## config.mk

```make
export PLATFORM = sky130hd
export DESIGN_NAME = battery_voltage_monitor
export DESIGN_NICKNAME = d
export VERILOG_FILES = /design/src/hw/rtl/bvm_pkg.sv /design/src/hw/rtl/battery_voltage_monitor.sv
export SDC_FILE = /design/constraint.sdc
export NUM_CORES = 2
export LEC_CHECK = 0
export BUFFER_PORTS_ARGS = -buffer_cell sky130_fd_sc_hd__buf_2
export CAP_MARGIN = 20
export CORE_UTILIZATION = 50
export CTS_BUF_LIST = sky130_fd_sc_hd__clkbuf_8
export CTS_CLUSTER_DIAMETER = 120
export DETAILED_ROUTE_END_ITERATION = 16
export GPL_TIMING_DRIVEN = 0
export PLACE_DENSITY = 0.76
export REMOVE_ABC_BUFFERS = 1
export SYNTH_ARGS = -nofsm -noshare
export SYNTH_HDL_FRONTEND = slang
export SYNTH_SLANG_ARGS = --single-unit
```

## constraint.sdc

```tcl
create_clock -name clk_i -period 23.4 [get_ports clk_i]
set_clock_uncertainty 0.05 [all_clocks]
set_input_delay 3.51 -clock clk_i [delete_from_list [all_inputs] [get_ports clk_i]]
set_output_delay 3.51 -clock clk_i [all_outputs]
set_load 0.1 [all_outputs]
```

## src/hw/rtl/bvm_pkg.sv

```systemverilog
// ----------------------------------------------------------------------------
// Battery voltage monitor package
// Register map, state codes, arithmetic constants and the discharge curve.
// ----------------------------------------------------------------------------
package bvm_pkg;

  localparam int unsigned AddrW   = 4;
  localparam int unsigned PDataW  = 32;

  localparam logic [1:0] REG_DIVIDER   = 2'd0;
  localparam logic [1:0] REG_THRESHOLD = 2'd1;
  localparam logic [1:0] REG_DEBOUNCE  = 2'd2;

  localparam logic [15:0] DIVIDER_RST   = 16'd12288;
  localparam logic [15:0] THRESHOLD_RST = 16'd4250;
  localparam logic [3:0]  DEBOUNCE_RST  = 4'd5;

  // full-scale millivolts of the converter
  localparam logic [24:0] FULL_SCALE_MV = 25'd3300;
  // ceil(2^28 / 10): exact division by ten for 24-bit magnitudes
  localparam logic [24:0] RECIP_TEN     = 25'd26843546;
  localparam logic [13:0] MOD_ONE       = 14'd4095;
  localparam logic [13:0] MOD_TWO       = 14'd8190;

  localparam int unsigned NumSteps = 11;

  typedef logic [15:0] step_mv_t  [NumSteps];
  typedef logic [6:0]  step_pct_t [NumSteps];

  localparam step_mv_t STEP_MV = '{
    16'd4200, 16'd4100, 16'd4000, 16'd3900, 16'd3800, 16'd3700,
    16'd3600, 16'd3500, 16'd3400, 16'd3300, 16'd3200
  };
  localparam step_pct_t STEP_PCT = '{
    7'd100, 7'd90, 7'd80, 7'd70, 7'd60, 7'd50, 7'd40, 7'd30, 7'd20, 7'd10, 7'd5
  };

  typedef enum logic [7:0] {
    ST_IDLE = 8'b0000_0001,
    ST_MUL1 = 8'b0000_0010,
    ST_MUL2 = 8'b0000_0100,
    ST_DIV1 = 8'b0000_1000,
    ST_DIV2 = 8'b0001_0000,
    ST_MUL3 = 8'b0010_0000,
    ST_UPD  = 8'b0100_0000,
    ST_OUT  = 8'b1000_0000
  } state_e;

  function automatic logic [6:0] percent_of(input logic [15:0] mv);
    logic [6:0] pct;
    pct = 7'd0;
    for (int i = NumSteps - 1; i >= 0; i--) begin
      if (mv >= STEP_MV[i]) begin
        pct = STEP_PCT[i];
      end
    end
    return pct;
  endfunction

endpackage

```

## src/hw/rtl/battery_voltage_monitor.sv

```systemverilog
// ----------------------------------------------------------------------------
// Battery voltage monitor
// Scales ADC codes to millivolts, smooths them, grades charge level and
// reports a debounced charging flag. One shared multiplier under a sequencer.
// ----------------------------------------------------------------------------
// One item in flight: a new input is accepted only when idle, after the
// last reading entered the output register (seeding skips the filter
//   update), due to the shared 24x25 multiplier and divide-by-4095 folds.
// Reset: asynchronous, active low; filter empty, next item seeds it,
//   charging flag clear, registers at their defaults.
module battery_voltage_monitor (
  input  logic        clk_i,
  input  logic        rst_ni,
  // stream in
  input  logic        s_axis_tvalid,
  output logic        s_axis_tready,
  input  logic [15:0] s_axis_tdata,   // [11:0] raw_adc
  input  logic        s_axis_tuser,   // [0] reseed
  // stream out
  output logic        m_axis_tvalid,
  input  logic        m_axis_tready,
  output logic [23:0] m_axis_tdata,   // [15:0] voltage_mv, [22:16] percent
  output logic        m_axis_tuser,   // [0] charging
  // configuration
  input  logic                       psel,
  input  logic                       penable,
  input  logic                       pwrite,
  input  logic [bvm_pkg::AddrW-1:0]  paddr,
  input  logic [bvm_pkg::PDataW-1:0] pwdata,
  output logic [bvm_pkg::PDataW-1:0] prdata,
  output logic                       pready
);

  bvm_pkg::state_e state_q, state_d;

  logic [15:0] divider_q;
  logic [15:0] threshold_q;
  logic [3:0]  debounce_q;

  logic [11:0] raw_q;
  logic        reseed_q;
  logic        first_q;
  logic [23:0] smooth_q, smooth_d;
  logic        cand_q, cand_d;
  logic [3:0]  agree_q, agree_d;
  logic        flag_q, flag_d;

  logic [48:0] prod_q;
  logic [23:0] mul_a;
  logic [24:0] mul_b;
  logic [23:0] t_q;
  logic [24:0] u_q;
  logic [23:0] mag_q;
  logic        neg_q;

  logic        out_valid_q;
  logic [23:0] out_data_q;
  logic        out_flag_q;

  logic        wr_en;
  logic [1:0]  reg_idx;

  logic [12:0] t2;
  logic [13:0] w;
  logic [1:0]  carry;
  logic [23:0] v_q8;
  logic [24:0] diff;
  logic [20:0] quot;
  logic        sample;
  logic [3:0]  agree_inc;
  logic        out_free;

  // configuration port
  assign pready  = 1'b1;
  assign reg_idx = paddr[3:2];
  assign wr_en   = psel & penable & pwrite & pready;

  always_ff @(posedge clk_i or negedge rst_ni) begin
    if (!rst_ni) begin
      divider_q   <= bvm_pkg::DIVIDER_RST;
      threshold_q <= bvm_pkg::THRESHOLD_RST;
      debounce_q  <= bvm_pkg::DEBOUNCE_RST;
    end else if (wr_en) begin
      case (reg_idx)
        bvm_pkg::REG_DIVIDER:   divider_q   <= pwdata[15:0];
        bvm_pkg::REG_THRESHOLD: threshold_q <= pwdata[15:0];
        bvm_pkg::REG_DEBOUNCE:  debounce_q  <= pwdata[3:0];
        default: ;
      endcase
    end
  end

  always_comb begin
    case (reg_idx)
      bvm_pkg::REG_DIVIDER:   prdata = {16'd0, divider_q};
      bvm_pkg::REG_THRESHOLD: prdata = {16'd0, threshold_q};
      bvm_pkg::REG_DEBOUNCE:  prdata = {28'd0, debounce_q};
      default:                prdata = '0;
    endcase
  end

  // shared multiplier operand select
  always_comb begin
    case (state_q)
      bvm_pkg::ST_MUL1: begin
        mul_a = {12'd0, raw_q};
        mul_b = bvm_pkg::FULL_SCALE_MV;
      end
      bvm_pkg::ST_MUL2: begin
        mul_a = prod_q[23:0];
        mul_b = {9'd0, divider_q};
      end
      default: begin
        mul_a = mag_q;
        mul_b = bvm_pkg::RECIP_TEN;
      end
    endcase
  end

  // divide by 4095 second fold and filter difference
  assign t2    = u_q[24:12];
  assign w     = {1'b0, t2} + {2'd0, u_q[11:0]};
  assign carry = (w >= bvm_pkg::MOD_TWO) ? 2'd2 :
                 (w >= bvm_pkg::MOD_ONE) ? 2'd1 : 2'd0;
  assign v_q8  = t_q + {11'd0, t2} + {22'd0, carry};
  assign diff  = {1'b0, v_q8} - {1'b0, smooth_q};
  assign quot  = prod_q[48:28];

  // debounce
  assign sample    = smooth_q > {threshold_q, 8'd0};
  assign agree_inc = (agree_q < debounce_q) ? agree_q + 4'd1 : agree_q;
  assign out_free  = !out_valid_q || m_axis_tready;

  always_comb begin
    cand_d  = cand_q;
    agree_d = agree_q;
    flag_d  = flag_q;
    if (sample == cand_q) begin
      agree_d = agree_inc;
      if (agree_inc >= debounce_q) begin
        flag_d = sample;
      end
    end else begin
      cand_d  = sample;
      agree_d = 4'd1;
    end
  end

  always_comb begin
    state_d  = state_q;
    smooth_d = smooth_q;
    case (state_q)
      bvm_pkg::ST_IDLE: if (s_axis_tvalid) state_d = bvm_pkg::ST_MUL1;
      bvm_pkg::ST_MUL1: state_d = bvm_pkg::ST_MUL2;
      bvm_pkg::ST_MUL2: state_d = bvm_pkg::ST_DIV1;
      bvm_pkg::ST_DIV1: state_d = bvm_pkg::ST_DIV2;
      bvm_pkg::ST_DIV2: begin
        if (first_q || reseed_q) begin
          smooth_d = v_q8;
          state_d  = bvm_pkg::ST_OUT;
        end else begin
          state_d  = bvm_pkg::ST_MUL3;
        end
      end
      bvm_pkg::ST_MUL3: state_d = bvm_pkg::ST_UPD;
      bvm_pkg::ST_UPD: begin
        smooth_d = neg_q ? smooth_q - {3'd0, quot} : smooth_q + {3'd0, quot};
        state_d  = bvm_pkg::ST_OUT;
      end
      bvm_pkg::ST_OUT: if (out_free) state_d = bvm_pkg::ST_IDLE;
      default: state_d = bvm_pkg::ST_IDLE;
    endcase
  end

  assign s_axis_tready = (state_q == bvm_pkg::ST_IDLE);

  always_ff @(posedge clk_i or negedge rst_ni) begin
    if (!rst_ni) begin
      state_q     <= bvm_pkg::ST_IDLE;
      first_q     <= 1'b1;
      smooth_q    <= '0;
      cand_q      <= 1'b0;
      agree_q     <= '0;
      flag_q      <= 1'b0;
      out_valid_q <= 1'b0;
    end else begin
      state_q  <= state_d;
      smooth_q <= smooth_d;
      if (state_q == bvm_pkg::ST_DIV2 && (first_q || reseed_q)) begin
        first_q <= 1'b0;
      end
      if (state_q == bvm_pkg::ST_OUT && out_free) begin
        cand_q      <= cand_d;
        agree_q     <= agree_d;
        flag_q      <= flag_d;
        out_valid_q <= 1'b1;
      end else if (m_axis_tready) begin
        out_valid_q <= 1'b0;
      end
    end
  end

  // datapath registers
  always_ff @(posedge clk_i) begin
    if (s_axis_tvalid && s_axis_tready) begin
      raw_q    <= s_axis_tdata[11:0];
      reseed_q <= s_axis_tuser;
    end
    prod_q <= 49'(mul_a * mul_b);
    if (state_q == bvm_pkg::ST_DIV1) begin
      t_q <= prod_q[39:16];
      u_q <= {1'b0, prod_q[39:16]} + {13'd0, prod_q[15:4]};
    end
    if (state_q == bvm_pkg::ST_DIV2) begin
      neg_q <= diff[24];
      mag_q <= diff[24] ? 24'(-diff) : diff[23:0];
    end
    if (state_q == bvm_pkg::ST_OUT && out_free) begin
      out_data_q <= {1'b0, bvm_pkg::percent_of(smooth_q[23:8]), smooth_q[23:8]};
      out_flag_q <= flag_d;
    end
  end

  assign m_axis_tvalid = out_valid_q;
  assign m_axis_tdata  = out_data_q;
  assign m_axis_tuser  = out_flag_q;

endmodule

```

==> metrics.txt <==
Max stage delay on crit path=1030 ps; slowest CP cell=inv_2; Crit path depth=31; Setup CP Type=reg2reg; sequential share of the synthesized area=0.202; die height=251 um; Nets=4,197; die area=62,800 um^2; min-delay worst type=reg2reg; cells after synthesis=3,340; Slew Viols, Final=0; reg2reg setup slack=11,850 ps; final hold viol count=0; Worst setup EP type=flop; syn_area_per_cell=9.25 um^2; CTS tree=done; area of the core=60,700 um^2; R2R depth=31; die width=251 um; crit path to=prod_q[44]; row cnt=90; worst hold start=prod_q[27]; ANT cells=0; CP startpoint=state_q[2]; top_reg_cell synth=edfxtp_1; # fillers=5,279; CP top delay family=adder cells; count of hold-fix buffers inserted at cts=0; clk buf depth=3; Root Driver=clkbuf_8; Post-DRT Antenna Nets=0; total global-route track usage=0.284; Detailed Place HPWL=71,000 um; Worst Setup Start Kind=flop; initial core utilization=0.509; number of flops mapped to enable cells by yosys=111; Setup-failing EPs final=0; reg2reg end=prod_q[44]; run status=completed; initial drt markers=1,996; Fmax=0.0866 GHz; Vias=24,500; r2r startpoint=state_q[2]; # Post-CTS Setup Buffers=0; critical path peak fanout=43; drt first pass iters=6; Placer Congestion=0.984; Via density=5.83; Top cell by count, worst path=fa_1; clock-pin slew on the worst setup and hold paths=60 ps; worst slew pin tran=1240 ps; CP arrival=11,970 ps; TritonCTS Buffers=41; final WL=87,300 um; DR DRC count=0; post-synth cell types=87; Synth Warn #=0; P&R area growth vs syn=7.06%; cts repair resizes=0; worst rel slew slack=0.171; layout cells sized above 1=0.0707; post-layout minimum cycle time=11,550 ps; Max-Cap Viols=0; data required time of the worst path=23,810 ps; first-pass GRT wire length=137,000 um; RSZ-0062 raised after global routing=no; Worst Path Buf+Inv=6; largest net degree at the start of global routing=63; GRT Residual Overflow=0; Max H-tree Level=2; vias in the first global route=24,500; I/O pin total=120; clock sink total=236; Post-synth ARST share=0.322; clk_lat worst skew=570 ps; FF/Latch Area=6230 um^2; port bufs=79; Yosys reg bits=236; Final Cycle Share=0.494; Multi-input gate area=22,200 um^2; initial antenna violation count=0; drt wl/cell=20.8 um; post-synthesis cell area=30,900 um^2; setup_tns=0 ps
[registers in the layout (all words and copies together) (netlist names), 4 cells and up]
| signal | flops |
|---|---|
| prod_q | 49 |
| u_q | 25 |
| debounce_q | 4 |
| threshold_q | 16 |
| agree_q | 4 |
| state_q | 8 |
| mag_q | 24 |
| smooth_q | 24 |
| divider_q | 16 |
| t_q | 24 |
| raw_q | 12 |
| m_axis_tdata | 23 |
[metrics by stage]
step	setup WS [ps]	instances	cell area, um^2	utilization	hold WS, ps
after global placement	10270	4100	31800	0.524	396
after CTS	12090	4202	33000	0.544	404
after detailed placement	12140	4128	32200	0.530	396
after global routing	11370	4206	33100	0.545	419
after floorplan	13600	3239	30500	-	362
final	11850	4206	33100	0.545	421
[routing by layer]
layer  track usage  part of all wire
met1         0.379              0.39
met2         0.446              0.45
met3        0.0427             0.089
met4         0.154             0.062
met5             0                 0
[cells by family after synthesis]
family,Yosys count,share of synthesized area
multiplexers,54,0.0183
buffers and inverters,664,0.0831
other,2,0.000243
flip-flops,236,0.202
adder cells (fa/ha/maj),744,0.401
XOR/XNOR,168,0.0482
AND/OR/NAND/NOR,947,0.137
AO/OA/AOI/OAI,525,0.110
[worst min path at each step]
| stage | cells past startpoint | to |
|---|---|---|
| CTS | 0 | t_q[11] |
| finish | 0 | t_q[11] |
| floorplan | 0 | t_q[10] |
| global route | 0 | t_q[11] |
| detailed placement | 0 | t_q[11] |
| global placement | 0 | t_q[11] |
[cells in the mapped netlist, types with 58 or more instances]
| cell | number | share of area |
|---|---|---|
| edfxtp_1 | 111 | 0.11 |
| a21o_1 | 58 | 0.014 |
| inv_1 | 544 | 0.066 |
| a21oi_1 | 139 | 0.023 |
| ha_1 | 332 | 0.13 |
| o21ai_0 | 120 | 0.019 |
| xnor2_1 | 118 | 0.033 |
| clkbuf_1 | 89 | 0.011 |
| fa_1 | 412 | 0.27 |
| nor2_1 | 282 | 0.034 |
| nand2_1 | 378 | 0.046 |
| dfrtp_1 | 65 | 0.053 |
[final cells by class]
cell class                 instances  share of cell area
inverter                         547              0.0620
clock inverter                    29             0.00639
tap                              782              0.0296
sequential                       236               0.188
clock buffer                      45              0.0187
timing repair buffer             111              0.0239
multi-input combinational       2456               0.671
[cell usage in the layout, fill, tap and decap left out, drive strengths merged, types with 10 or more instances in the layout]
master / Yosys / routed
nor3: 29 / 29
dfstp: 11 / 11
inv: 545 / 558
buf: 28 / 109
and2: 29 / 29
a31oi: 19 / 19
dfxtp: 49 / 49
dfrtp: 65 / 65
nand2: 379 / 379
clkinv: 2 / 15
or3: 10 / 10
a21o: 58 / 58
xor2: 49 / 49
o211ai: 14 / 14
o21bai: 15 / 15
and3: 42 / 42
nand2b: 34 / 34
xnor2: 119 / 119
nor4: 17 / 17
edfxtp: 111 / 111
conb: 2 / 18
or2: 10 / 10
ha: 332 / 332
o21ai: 135 / 135
mux2i: 33 / 33
nand3: 47 / 47
a2111oi: 10 / 10
nand4: 21 / 21
a211oi: 10 / 10
nor2b: 20 / 20
nor2: 282 / 282
a21oi: 140 / 140
clkbuf: 89 / 46
fa: 412 / 412
mux2: 21 / 21
o21a: 23 / 23
o31ai: 12 / 12
Power is left out: the tool's default activity adds up to more than one toggle a clock period on the data nets, which glitch-free logic cannot reach.
